==> src/hw/rtl/hrlc_pkg.sv <==
// ----------------------------------------------------------------------------
// hrlc_pkg
// types, status codes and character constants of the request line checker
// ----------------------------------------------------------------------------
`default_nettype none

package hrlc_pkg;

    localparam int unsigned DEF_MAX_URI_LEN = 255;

    localparam logic [2:0] ST_OK      = 3'd0;
    localparam logic [2:0] ST_BAD     = 3'd1;
    localparam logic [2:0] ST_NOSLASH = 3'd2;
    localparam logic [2:0] ST_NOTGET  = 3'd3;
    localparam logic [2:0] ST_VERSION = 3'd4;

    localparam logic [7:0] CH_NUL   = 8'h00;
    localparam logic [7:0] CH_LF    = 8'h0A;
    localparam logic [7:0] CH_CR    = 8'h0D;
    localparam logic [7:0] CH_SP    = 8'h20;
    localparam logic [7:0] CH_SLASH = 8'h2F;

    localparam logic [2:0] METHOD_LEN = 3'd3;
    localparam logic [3:0] PROTO_LEN  = 4'd8;

    typedef struct packed {
        logic [2:0] status;
        logic [7:0] uri_length;
        logic       uri_is_root;
    } t_result;

    // "GET"
    function automatic logic [7:0] method_char(input logic [1:0] idx);
        logic [7:0] c;
        case (idx)
            2'd0:    c = 8'h47;
            2'd1:    c = 8'h45;
            2'd2:    c = 8'h54;
            default: c = CH_NUL;
        endcase
        return c;
    endfunction

    // "HTTP/1.1"
    function automatic logic [7:0] proto_char(input logic [2:0] idx);
        logic [7:0] c;
        case (idx)
            3'd0:    c = 8'h48;
            3'd1:    c = 8'h54;
            3'd2:    c = 8'h54;
            3'd3:    c = 8'h50;
            3'd4:    c = 8'h2F;
            3'd5:    c = 8'h31;
            3'd6:    c = 8'h2E;
            default: c = 8'h31;
        endcase
        return c;
    endfunction

endpackage

`default_nettype wire

==> src/hw/rtl/hrlc_line_fsm.sv <==
// ----------------------------------------------------------------------------
// hrlc_line_fsm
// per-byte field tracker of the request line and result decision
// ----------------------------------------------------------------------------
`default_nettype none

module hrlc_line_fsm #(
    parameter int unsigned MAX_URI_LEN = hrlc_pkg::DEF_MAX_URI_LEN
) (
    input  wire                  i_clk,
    input  wire                  i_rst_n,
    input  wire                  i_step,
    input  wire  [7:0]           i_byte,
    input  wire                  i_end,
    output logic                 o_res_valid,
    output hrlc_pkg::t_result    o_res
);

    localparam logic [7:0] URI_CAP = 8'((MAX_URI_LEN < 255) ? MAX_URI_LEN : 255);

    typedef enum logic [2:0] {
        PH_METHOD,
        PH_URI,
        PH_PROTO,
        PH_AFTER_CR,
        PH_DONE
    } t_phase;

    t_phase      r_phase, n_phase;
    logic [2:0]  r_method_idx, n_method_idx;
    logic        r_method_ok, n_method_ok;
    logic [7:0]  r_uri_cnt, n_uri_cnt;
    logic        r_uri_slash, n_uri_slash;
    logic [3:0]  r_proto_idx, n_proto_idx;
    logic        r_proto_ok, n_proto_ok;

    hrlc_pkg::t_result w_good;
    hrlc_pkg::t_result w_bad;

    // result built from the fields seen so far
    always_comb begin
        w_good.status = hrlc_pkg::ST_OK;
        if (!(r_uri_cnt != 8'd0 && r_uri_slash)) begin
            w_good.status = hrlc_pkg::ST_NOSLASH;
        end
        if (!(r_method_ok && r_method_idx == hrlc_pkg::METHOD_LEN)) begin
            w_good.status = hrlc_pkg::ST_NOTGET;
        end
        if (!(r_proto_ok && r_proto_idx == hrlc_pkg::PROTO_LEN)) begin
            w_good.status = hrlc_pkg::ST_VERSION;
        end
        w_good.uri_length  = r_uri_cnt;
        w_good.uri_is_root = (r_uri_cnt == 8'd1) && r_uri_slash;

        w_bad.status      = hrlc_pkg::ST_BAD;
        w_bad.uri_length  = 8'd0;
        w_bad.uri_is_root = 1'b0;
    end

    always_comb begin
        n_phase      = r_phase;
        n_method_idx = r_method_idx;
        n_method_ok  = r_method_ok;
        n_uri_cnt    = r_uri_cnt;
        n_uri_slash  = r_uri_slash;
        n_proto_idx  = r_proto_idx;
        n_proto_ok   = r_proto_ok;
        o_res_valid  = 1'b0;
        o_res        = w_bad;

        if (r_phase != PH_DONE) begin
            if (i_byte == hrlc_pkg::CH_NUL) begin
                o_res_valid = 1'b1;
            end else begin
                unique case (r_phase)
                    PH_METHOD: begin
                        if (i_byte == hrlc_pkg::CH_SP) begin
                            n_phase = PH_URI;
                        end else if (r_method_idx < hrlc_pkg::METHOD_LEN) begin
                            if (i_byte != hrlc_pkg::method_char(r_method_idx[1:0])) begin
                                n_method_ok = 1'b0;
                            end
                            n_method_idx = r_method_idx + 3'd1;
                        end else begin
                            n_method_ok  = 1'b0;
                            n_method_idx = 3'd4;
                        end
                    end
                    PH_URI: begin
                        if (i_byte == hrlc_pkg::CH_SP) begin
                            n_phase = PH_PROTO;
                        end else begin
                            if (r_uri_cnt == 8'd0) begin
                                n_uri_slash = (i_byte == hrlc_pkg::CH_SLASH);
                            end
                            if (r_uri_cnt < URI_CAP) begin
                                n_uri_cnt = r_uri_cnt + 8'd1;
                            end
                        end
                    end
                    PH_PROTO: begin
                        if (i_byte == hrlc_pkg::CH_CR) begin
                            n_phase = PH_AFTER_CR;
                        end else if (i_byte == hrlc_pkg::CH_LF) begin
                            o_res_valid = 1'b1;
                            o_res       = w_good;
                        end else if (r_proto_idx < hrlc_pkg::PROTO_LEN) begin
                            if (i_byte != hrlc_pkg::proto_char(r_proto_idx[2:0])) begin
                                n_proto_ok = 1'b0;
                            end
                            n_proto_idx = r_proto_idx + 4'd1;
                        end else begin
                            n_proto_ok  = 1'b0;
                            n_proto_idx = 4'd9;
                        end
                    end
                    PH_AFTER_CR: begin
                        o_res_valid = 1'b1;
                        if (i_byte == hrlc_pkg::CH_LF) begin
                            o_res = w_good;
                        end
                    end
                    default: begin
                        n_phase = r_phase;
                    end
                endcase
            end

            // unterminated at the end of the buffer
            if (!o_res_valid && i_end) begin
                o_res_valid = 1'b1;
                o_res       = w_bad;
            end
        end

        if (i_end) begin
            n_phase      = PH_METHOD;
            n_method_idx = 3'd0;
            n_method_ok  = 1'b1;
            n_uri_cnt    = 8'd0;
            n_uri_slash  = 1'b0;
            n_proto_idx  = 4'd0;
            n_proto_ok   = 1'b1;
        end else if (o_res_valid) begin
            n_phase = PH_DONE;
        end
    end

    always_ff @(posedge i_clk) begin
        if (!i_rst_n) begin
            r_phase      <= PH_METHOD;
            r_method_idx <= 3'd0;
            r_method_ok  <= 1'b1;
            r_uri_cnt    <= 8'd0;
            r_uri_slash  <= 1'b0;
            r_proto_idx  <= 4'd0;
            r_proto_ok   <= 1'b1;
        end else if (i_step) begin
            r_phase      <= n_phase;
            r_method_idx <= n_method_idx;
            r_method_ok  <= n_method_ok;
            r_uri_cnt    <= n_uri_cnt;
            r_uri_slash  <= n_uri_slash;
            r_proto_idx  <= n_proto_idx;
            r_proto_ok   <= n_proto_ok;
        end
    end

endmodule

`default_nettype wire

==> config.mk <==
export PLATFORM = sky130hd
export DESIGN_NAME = hrlc_line_fsm
export DESIGN_NICKNAME = d
export VERILOG_FILES = /design/src/hw/rtl/hrlc_pkg.sv /design/src/hw/rtl/hrlc_line_fsm.sv
export SDC_FILE = /design/constraint.sdc
export NUM_CORES = 1
export LEC_CHECK = 0
export BUFFER_PORTS_ARGS = -buffer_cell sky130_fd_sc_hd__buf_2
export CAP_MARGIN = 0
export CORE_ASPECT_RATIO = 0.7
export CORE_MARGIN = 2
export CORE_UTILIZATION = 48
export DETAILED_ROUTE_END_ITERATION = 10
export PLACE_DENSITY = 0.71
export RECOVER_POWER = 25
export SLEW_MARGIN = 5
export SYNTH_ARGS = -nofsm -noshare
export SYNTH_HDL_FRONTEND = slang
export SYNTH_SLANG_ARGS = --single-unit
==> constraint.sdc <==
create_clock -name i_clk -period 2.2 [get_ports i_clk]
set_clock_uncertainty 0.15 [all_clocks]
set_input_delay 0.44 -clock i_clk [delete_from_list [all_inputs] [get_ports i_clk]]
set_output_delay 0.44 -clock i_clk [all_outputs]
set_load 0.01 [all_outputs]
# == Yosys cells after proc, flatten, opt, wreduce, memory -nomap -nowiden ==
# Cells that the tools add are included.
# word_totals
out_inout_bits,13
reg_bits,21
in_bits,12
# op_classes
n_addsub,3
reduce_logical,28
muxes,77
order_cmp,3
n_eq_ne,30
# op_table
operator,n
2-to-1 mux 8 bit,17
2-to-1 mux 12 bit,5
2-to-1 mux 3 bit,15
one-hot mux 7 bit (5 select lines),1
2-to-1 mux 4 bit,7
2-to-1 mux 1 bit,27
one-hot mux 12 bit (2 select lines),1
AND reduction 6 bit,4
one-hot mux 7 bit (3 select lines),1
equality test 8 x 4 -> 1 bit (second input constant),2
equality test 8 x 6 -> 1 bit (second input constant),2
zero test 8 bit,2
!= test 8 bit,2
equality test 3 x 2 -> 1 bit (second input constant),5
AND reduction 7 bit,2
!= test 4 bit (second input constant),3
nonzero test 2 bit,6
one-hot mux 3 bit (3 select lines),1
adder 8 x 1 -> 8 bit (second input constant),1
equality test 8 x 1 -> 1 bit (second input constant),1
less-than comparator 8 bit (second input constant),1
!= test 2 bit (second input constant),4
nonzero test 8 bit,1
equality test 3 x 1 -> 1 bit (second input constant),2
other kinds (20),28

# == Longest topological paths before layout ==
# Gate-level depths: netlist of the first run.
# logic_depth
depth_word,18
mapped_depth,8
ltp_nobuf,7

# == Least setup slack after synthesis of the first run ==
# No wires, ideal clock.
# synth_timing
kind,input -> output
from,input port i_byte[5]
to,output port o_res[11] (netlist bit)
t_arrival_ns,1.650
path_stages,4
slack_ns,-0.040
path_buffers,1
path_cell_list,or4_4 nor4_1 clkbuf_1 and2_1
# synth_lines
element,line_no,rtl
"start, declared",hrlc_line_fsm.sv:13,"input wire [7:0] i_byte,"
"end, declared",hrlc_line_fsm.sv:16,output hrlc_pkg::t_result o_res

==> results.cfg, run 1 <==
[outcome]
status = finished with violations
violations = negative setup slack

[power]
pwr-share-comb_pct = 20.3
p_sw_share_pct = 28.9
p_sw_mw = 0.241
p_int_mw = 0.594
p_total_mw = 0.835
clock_power_share_pct = 32.4
p_seq_share_pct = 47.4
p_leak_nw = 0.894
ir_worst_vdd_mv = 0.240
p_per_area_mw_per_mm2 = 374

[die]
dieArea_mm2 = 0.00421
io_pins = 25
start_util_pct = 50.3
core_mm2 = 0.00354
chipHeight_um = 54.9
row_count = 18
die_x_um = 76.7

[critical_path]
end_kind = output port
crit_required_ns = 1.61
crit_path_start = r_uri_cnt[3]
r2r-end = r_phase[1]
reg2reg_from = r_phase[2]
cp.arrival_ns = 1.80
rr_worst_depth = 7
crit_type = reg -> out
rrSetupSlack_ns = 0.12
start_kind = flop
worstPathMaxFanout = 3
crit_end = o_res[10]

[timing]
hold_viol = 0
tns_ns = -1.10
setup_ws_ns = -0.191
maxSlewViolCount = 0
worst_slew_pin_slew_ns = 0.744
post-route-period-util_pct = 109
hold_slack_ns = 0.318
min_period_ns = 2.39
fmax_mhz = 418
setup_viol = 13
rsz0062_at_grt = true
maxSlewHeadroom_pct = 50.3

[placement]
io_buffer_count = 24
dpl.hpwl_um = 3440
post-place-ws_ns = -0.237
gp_congestion = 0.868

[detailed_routing]
first_pass_iters = 4
vias = 1752
ant_nets = 0
vias_per_cell = 5.60
drtIter0Drc = 120
postRouteWirelength_um = 4620
drcViolationCount = 0
wl_per_cell_um = 14.8

[grt]
antenna_found_initial = 0
grt_pass1_wl_um = 7670
grt_max_degree = 14
gr-total-overflow = 0
track_usage_pct = 23.3
grt_pass1_vias = 1552

[layout]
n_antenna_cell = 0
post-route-util_pct = 63.1
area_delta_synth_final_pct = 25.5
fin_nets = 290
drive_above_1_share_pct = 30.4

[cts]
insertion_delay_ns = 0.27
cts_max_level = 1
postCtsHoldBufs = 0
root_buffer = clkbuf_8
cts_made_buffers = 3
cts_tree = yes
cts.clk_slew.worst_paths_ns = 0.08
cts.sinks = 21
clk_path_buf_depth = 2

[synthesis]
async_flop_share_pct = 0
yosysUniqueCellTypes = 61
synth_warnings = 0
ys.flop_type = dfxtp_1
avgSynthCellArea_um2 = 8.31
synthCells = 214
ys_seq_elements = 21
synth-edff-count = 0
syn_nets = 240
synth.cell_area_mm2 = 0.00178
seq_area_frac_synth_pct = 23.6

[hold_path]
hp-class = reg -> reg

[job]
drv_cap = 0
registers in the layout, indices dropped and copies added (netlist names):
signal,cells
r_uri_cnt,8
r_uri_slash,1
r_method_idx,3
r_phase,3
r_proto_idx,4
r_proto_ok,1
r_method_ok,1
worst min-delay path by stage:
stage / startpoint / end / cells past startpoint / slack, ns
final: r_method_ok / r_method_ok / 2 / 0.32
after global routing: i_step / r_phase[2] / 3 / 0.37
after CTS: r_method_ok / r_method_ok / 2 / 0.32
after detailed placement: r_method_ok / r_method_ok / 2 / 0.30
after global placement: r_method_ok / r_method_ok / 2 / 0.30
after floorplan: r_method_ok / r_method_ok / 2 / 0.28
cell type report:
cell class	count	area, µm²
clock inverters	1	7.51
repair buffers	58	402
fillers	344	1300
inverters	16	60.1
well taps	50	62.6
clock buffers	3	41.3
flip-flops and latches	21	424
multi-input cells	164	1230
worst max-delay path: stages, from the launching register on:
cell and delay (ns):
dfxtp_1 0.32, or4_4 0.54, nor3_4 0.16, buf_6 0.13
a21oi_1 0.07, nor3b_2 0.16, buf_2 0.15
Yosys cell counts (all sizes together), types with 5 or more instances:
master,number,area [µm²]
and2,12,75.1
nor4,6,43.8
nand2,15,56.3
a21oi,11,55.1
buf,6,42.5
o21ai,10,50.0
clkbuf,7,36.3
ha,14,175
nand3,5,25.0
or4,6,50.1
dfxtp,21,420
xor2,8,70.1
nor2,11,41.3
nor3,6,30.0
inv,16,60.1
repair_timing:
action                                  in CTS  in global routing
endpoints found under the setup margin      13                 14
resized for setup                            9                  5
pin swaps                                    2                  0
buffers inserted                             2                  1
stage by stage:
| step | instances | area [µm²] |
|---|---|---|
| after floorplan | 214 | 1790 |
| after global placement | 306 | 2120 |
| after detailed placement | 306 | 2120 |
| after CTS | 312 | 2230 |
| after global routing | 313 | 2230 |
| final | 313 | 2230 |
power by group through the flow:
stage               logic, mW  registers, mW  clock network [mW]
floorplan              0.0968          0.403                   0
global placement        0.159          0.404                   0
detailed placement      0.162          0.404                   0
CTS                     0.171          0.396               0.275
global route            0.186          0.397               0.294
finish                  0.169          0.396               0.270
cell families (layout without fill, tap and decap cells):
kind of cell / Yosys count / count (layout) / synth area share (%)
multiplexers: 4 / 4 / 2.32
buffers and inverters: 29 / 78 / 7.81
AO/OA/AOI/OAI: 53 / 53 / 24.3
AND/OR/NAND/NOR: 82 / 82 / 26.7
XOR/XNOR: 11 / 11 / 5.42
flip-flops: 21 / 21 / 23.6
adder cells (fa/ha/maj): 14 / 14 / 9.85
layout by cell type (no fill, tap or decap), types with 2 or more instances in the layout:
master	instances
and4b_1	2
mux2i_1	3
nand2b_1	3
nand2_1	15
o2111ai_1	3
or4_1	3
buf_2	20
and2_1	12
clkbuf_8	3
a32o_1	2
o211ai_1	3
o21ai_1	2
xnor2_1	3
or4_4	2
nand4_1	2
xor2_1	8
o22ai_1	2
nor2_1	11
nor4_1	5
nand3_1	5
dfxtp_1	18
a21oi_1	11
buf_6	6
dfxtp_2	3
o21ai_0	8
or3_1	3
inv_1	15
nor3_1	5
ha_1	14
nand4b_1	2
and4_1	2
nor2b_1	3
buf_4	30
per-layer routing:
layer,part of all wire (%),track usage (%)
met5,0,0
met4,0.30,3.33
met3,6.6,5.03
met2,42,36.4
met1,51,34.0
Note: power is estimated with default switching activity, not from simulation.
==> run 2: changes to the inputs <==
Settings changed: PLACE_DENSITY 0.71 to 0.69.
Clock period 2.2 ns to 2.7 ns, I/O delays scaled along.
==> run 2 against run 1 <==
Compared with the run above:
- the flow now finishes without violations
- non-clock buffer count down 26
- power is 22% lower
- sequential cell count unchanged
- largest power group unchanged
- combinational power decreased by 36%
- highest routed layer unchanged
- critical endpoint is now o_res_valid
- critical path type is now in -> out
- count of clock-buffer cells in the layout unchanged
- routed wire length fell by 9.1%
- worst setup slack better by 0.27 ns
==> results.cfg, run 2 (same netlist as run 1, synthesis figures left out) <==
[outcome]
status = complete, no violations

[detailed_routing]
drcViolationCount = 0
wl_per_cell_um = 14.7
postRouteWirelength_um = 4210
ant_nets = 0
vias = 1644
vias_per_cell = 5.73
first_pass_iters = 4
drtIter0Drc = 134

[layout]
largest-register = r_uri_cnt
register_area_um2 = 422
layout_common_cells = 23 x buf_2, 20 x dfxtp_1, 15 x inv_1, 15 x nand2_1, 14 x ha_1
post-route-util_pct = 56.0
n_antenna_cell = 0
final_common_cell = buf_2
fin_nets = 264
drive_above_1_share_pct = 20.7
area_delta_synth_final_pct = 11.4
final_area_mm2 = 0.00198
largest_register_ffs = 8
top_regs = r_uri_cnt: 8 flops, r_proto_idx: 4 flops
multi_input_area_mm2 = 0.00121
fillCellCount = 347

[grt]
grt_pass1_vias = 1420
track_usage_pct = 21.2
grt_max_degree = 17
grt_pass1_wl_um = 7040
antenna_found_initial = 0
gr-total-overflow = 0

[timing]
worst_slew_pin_slew_ns = 1.03
setup_viol = 0
post-route-period-util_pct = 97.1
tns_ns = 0
min_period_ns = 2.62
rsz0062_at_grt = false
maxSlewHeadroom_pct = 31.0
setup_ws_ns = 0.0787
hold_viol = 0
maxSlewViolCount = 0
fmax_mhz = 381

[hold_path]
hp-class = reg -> reg

[power]
ir_worst_vdd_mv = 0.237
p_total_mw = 0.653
p_per_area_mw_per_mm2 = 330
p_leak_nw = 0.744

[die]
core_mm2 = 0.00354
chipHeight_um = 54.9
start_util_pct = 50.3
dieArea_mm2 = 0.00421
row_count = 18
io_pins = 25
die_x_um = 76.7

[critical_path]
crit_type = in -> out
worstPathMaxFanout = 4
cp.arrival_ns = 1.93
start_kind = primary input
crit_required_ns = 2.01
end_kind = output port

[placement]
post-place-ws_ns = 0.0181
io_buffer_count = 24
dpl.hpwl_um = 3190
gp_congestion = 0.855
place_area_mm2 = 0.00194

[cts]
cts_max_level = 1
cts_made_buffers = 3
cts.sinks = 21
cts.clk_slew.worst_paths_ns = 0.08
post-cts-setup-buffers = 0
clk_path_buf_depth = 2
cts_tree = yes
root_buffer = clkbuf_8
insertion_delay_ns = 0.27

[job]
drv_cap = 0
## run 2: cell count changes in the layout (fill, tap and decap cells not counted), sizes merged
| cell | change |
|---|---|
| buf | -26 |
## run 2: final cells by class
class / instances / area share, %
Timing Repair Buffer: 32 / 8.84
Inverter: 16 / 3.03
Tap cell: 50 / 3.16
Sequential cell: 21 / 21.3
Clock inverter: 1 / 0.379
Clock buffer: 3 / 2.08
Multi-Input combinational cell: 164 / 61.2
## run 2: timing repair
action,CTS,global route
hold buffers,0,0
pin swaps,0,0
gates resized for setup,1,3
setup endpoints to repair,1,1
## run 2: worst max-delay path, stage by stage
cell	delay (ns)
buf_2	0.12
or4_4	0.54
a2111oi_4	0.35
o32a_2	0.24
buf_2	0.13
## run 2: path summary, 6_finish.rpt
path          startpoint           to  slack [ns]  cells after the start
min reg2reg  r_method_ok  r_method_ok        0.32                      2
min          r_method_ok  r_method_ok        0.32                      2
max            i_byte[4]  o_res_valid        0.08                      5
max reg2reg   r_phase[1]   r_proto_ok        0.51                      4
## run 2: per-layer routing
| layer | routed length (µm) | global-route usage [%] | up-vias |
|---|---|---|---|
| li1 | - | - | 833 |
| met1 | 2210 | 32.1 | 757 |
| met5 | 0 | 0 | - |
| met3 | 323 | 4.06 | 2 |
| met2 | 1660 | 32.5 | 52 |
| met4 | 12 | 1.82 | 0 |
## run 2: report_power, final
group          switching, mW  leakage [nW]  total, mW  internal, mW
Combinational         0.0668         0.552      0.109        0.0424
Sequential           0.00875         0.171      0.324         0.316
Clock                  0.115        0.0217      0.219         0.104
Total                  0.191         0.744      0.653         0.462
## run 2: stage by stage
stage	hold slack (ns)	instances
2_1_floorplan	0.285	214
3_3_place_gp	0.301	283
3_5_place_dp	0.302	283
4_1_cts	0.316	287
5_1_grt	0.350	287
6_report	0.319	287
==> run 3: changes to the inputs <==
Settings changed: ABC_AREA set to 1, CORE_UTILIZATION 48 to 51, PLACE_DENSITY 0.69 to 0.72, SETUP_SLACK_MARGIN set to 0.15.
==> run 3 against run 2 <==
Compared with the run above:
- maximum frequency is 8.8% higher
- largest cell class unchanged
- combinational power is 64% higher
- critical endpoint is now o_res[0]
- worst setup slack better by 0.21 ns
- first-iteration DRC count is 43% higher
- largest power group unchanged
- synthesized cell count is 40% higher
- via count is 18% higher
- sequential share of layout area is 0.79 points lower
- global-route usage is 0.81 points higher
- cell area is 3.5% higher
- sequential power is 5% higher
- worst hold slack worse by 0.018 ns
==> results.cfg, run 3 <==
[outcome]
status = complete, no violations

[layout]
n_antenna_cell = 0
top_regs = r_uri_cnt: 8 flops, r_proto_idx: 4 flops
largest-register = r_uri_cnt
fin_nets = 350
largest_register_ffs = 8
drive_above_1_share_pct = 14.6
final_common_cell = nand2_1
layout_common_cells = 81 x nand2_1, 34 x nor2_1, 33 x inv_1
area_delta_synth_final_pct = 9.85

[synthesis]
ys.flop_type = dfxtp_1
netlist_top_cells_area = dfxtp_1 23%, nand2_1 16%, ha_1 9.4%
synth.cells.most_frequent = 81 x nand2_1, 35 x nor2_1, 32 x inv_1
ys_seq_elements = 21
synth_warnings = 0
yosysUniqueCellTypes = 32
yosysMostFrequentCell = nand2_1
yosys.area.top_type_share_pct = 22.5
seq_area_frac_synth_pct = 22.5
avgSynthCellArea_um2 = 6.22
async_flop_share_pct = 0
synth.largest_area_cell = dfxtp_1
synth-edff-count = 0
synth.cell_area_mm2 = 0.00187
syn_nets = 326
synthCells = 300

[critical_path]
crit_path_start = i_byte[6]
crit_required_ns = 2.01
crit_path_cell_trace = buf_2 > inv_2 > nand2_1 > nor2_4 > nand2_1 > nor2_2 > inv_2 > nor4_1 > buf_2
start_kind = primary input
crit_type = in -> out
rr_worst_depth = 10
critPathTopFamily = simple AND/OR/NAND/NOR gates
critPathMaxStageDelay_ns = 0.18
rrSetupSlack_ns = 0.76
cp.arrival_ns = 1.72
end_kind = output port
crit_slowest_cell = buf_2
crit_cells = 9
reg2reg_from = r_proto_idx[0]
worstPathMaxFanout = 10
timing.critical_path.buf_inv = 4

[grt]
grt_pass1_wl_um = 7250
grt_pass1_vias = 1561
gr-total-overflow = 0
track_usage_pct = 22.0
antenna_found_initial = 0
grt_max_degree = 17

[power]
ir_worst_vdd_mv = 0.227
p_per_area_mw_per_mm2 = 361
p_leak_nw = 1.00

[hold_path]
min_path_cells = 2
hp-class = reg -> reg
holdCritStartpoint = r_method_ok

[job]
drv_cap = 0

[timing]
fmax_mhz = 415
worst_slew_pin_slew_ns = 0.561
rsz0062_at_grt = false
post-route-period-util_pct = 89.2
maxSlewHeadroom_pct = 62.6
maxSlewViolCount = 0
hold_slack_ns = 0.301
min_period_ns = 2.41
tns_ns = 0
hold_viol = 0
setup_viol = 0

[cts]
cts_max_level = 1
cts.clk_slew.worst_paths_ns = 0.09
cts_tree = yes
insertion_delay_ns = 0.27
cts.sinks = 21
cts_made_buffers = 3
clk_path_buf_depth = 2
postCtsHoldBufs = 0
root_buffer = clkbuf_8

[detailed_routing]
drtIter0Drc = 191
drcViolationCount = 0
wl_per_cell_um = 12.4
vias = 1941
postRouteWirelength_um = 4620
ant_nets = 0
vias_per_cell = 5.20
first_pass_iters = 4

[die]
core_mm2 = 0.00351
dieArea_mm2 = 0.00417
row_count = 18
die_x_um = 76.3
chipHeight_um = 54.6
io_pins = 25
start_util_pct = 53.1

[placement]
io_buffer_count = 24
dpl.hpwl_um = 3630
gp_congestion = 0.887
[run 3: changes by cell type in the layout (fill, tap and decap cells not counted), moves of 6 or more]
cell / previous run / this run
nand2_1: 15 / 81
nand3_1: 5 / 31
nor2_1: 11 / 34
inv_1: 15 / 33
and2_1: 12 / 0
buf_4: 7 / 0
a21oi_1: 11 / 17
inv_2: 1 / 7
nand4_1: 2 / 8
nor3_1: 5 / 11
[run 3: path summary, 6_finish.rpt]
path | to
hold reg to reg | r_method_ok
setup reg to reg | r_proto_ok
setup / recovery | o_res[0]
hold / removal | r_method_ok
[run 3: cells by family after synthesis]
logic type / after synthesis / share of synthesized area [%]
buf+inv: 46 / 10.1
compound gates: 30 / 9.38
xor+xnor: 9 / 4.22
fa+ha+maj: 14 / 9.38
flops: 21 / 22.5
simple gates: 180 / 44.4
[run 3: where the power goes]
group | switching, mW | internal (mW) | total [mW]
Sequential | 0.0176 | 0.323 | 0.341
Combinational | 0.118 | 0.0614 | 0.179
Clock | 0.117 | 0.104 | 0.221
[run 3: per-layer routing]
metal / track usage, % / vias up / wire, µm
met5: 0 / - / 0
met4: 1.82 / 0 / 18
met3: 3.96 / 4 / 344
met2: 32.7 / 71 / 1740
met1: 34.1 / 857 / 2520
li1: - / 1009 / -
[run 3: timing repair]
item | CTS | global route
buffers inserted | 0 | 0
setup endpoints to repair | 0 | 9
gates resized for setup | 0 | 1
[run 3: layout make-up]
cell class,instances,area (µm²)
repair buffers,24,119
fillers,351,1460
clock inverters,1,7.51
clock buffers,3,41.3
multi-input cells,233,1240
inverters,41,156
flip-flops and latches,21,420
well taps,50,62.6
[run 3: metrics by stage]
stage               cell area (µm²)  util [%]  std cells  power, mW  setup slack, ns
floorplan                      1870         -        300      0.481            0.467
global placement               2020      57.4        369      0.527            0.272
detailed placement             2020      57.4        369      0.526            0.216
CTS                            2070      58.8        373      0.744            0.220
global route                   2050      58.4        373      0.783            0.185
finish                         2050      58.4        373      0.741            0.290
[run 3: tightest hold or removal path, delay by kind of cell, from the launching register on]
kind | cells | cell delay, ns
and+or+nand+nor | 2 | 0.10
DFF | 1 | 0.32
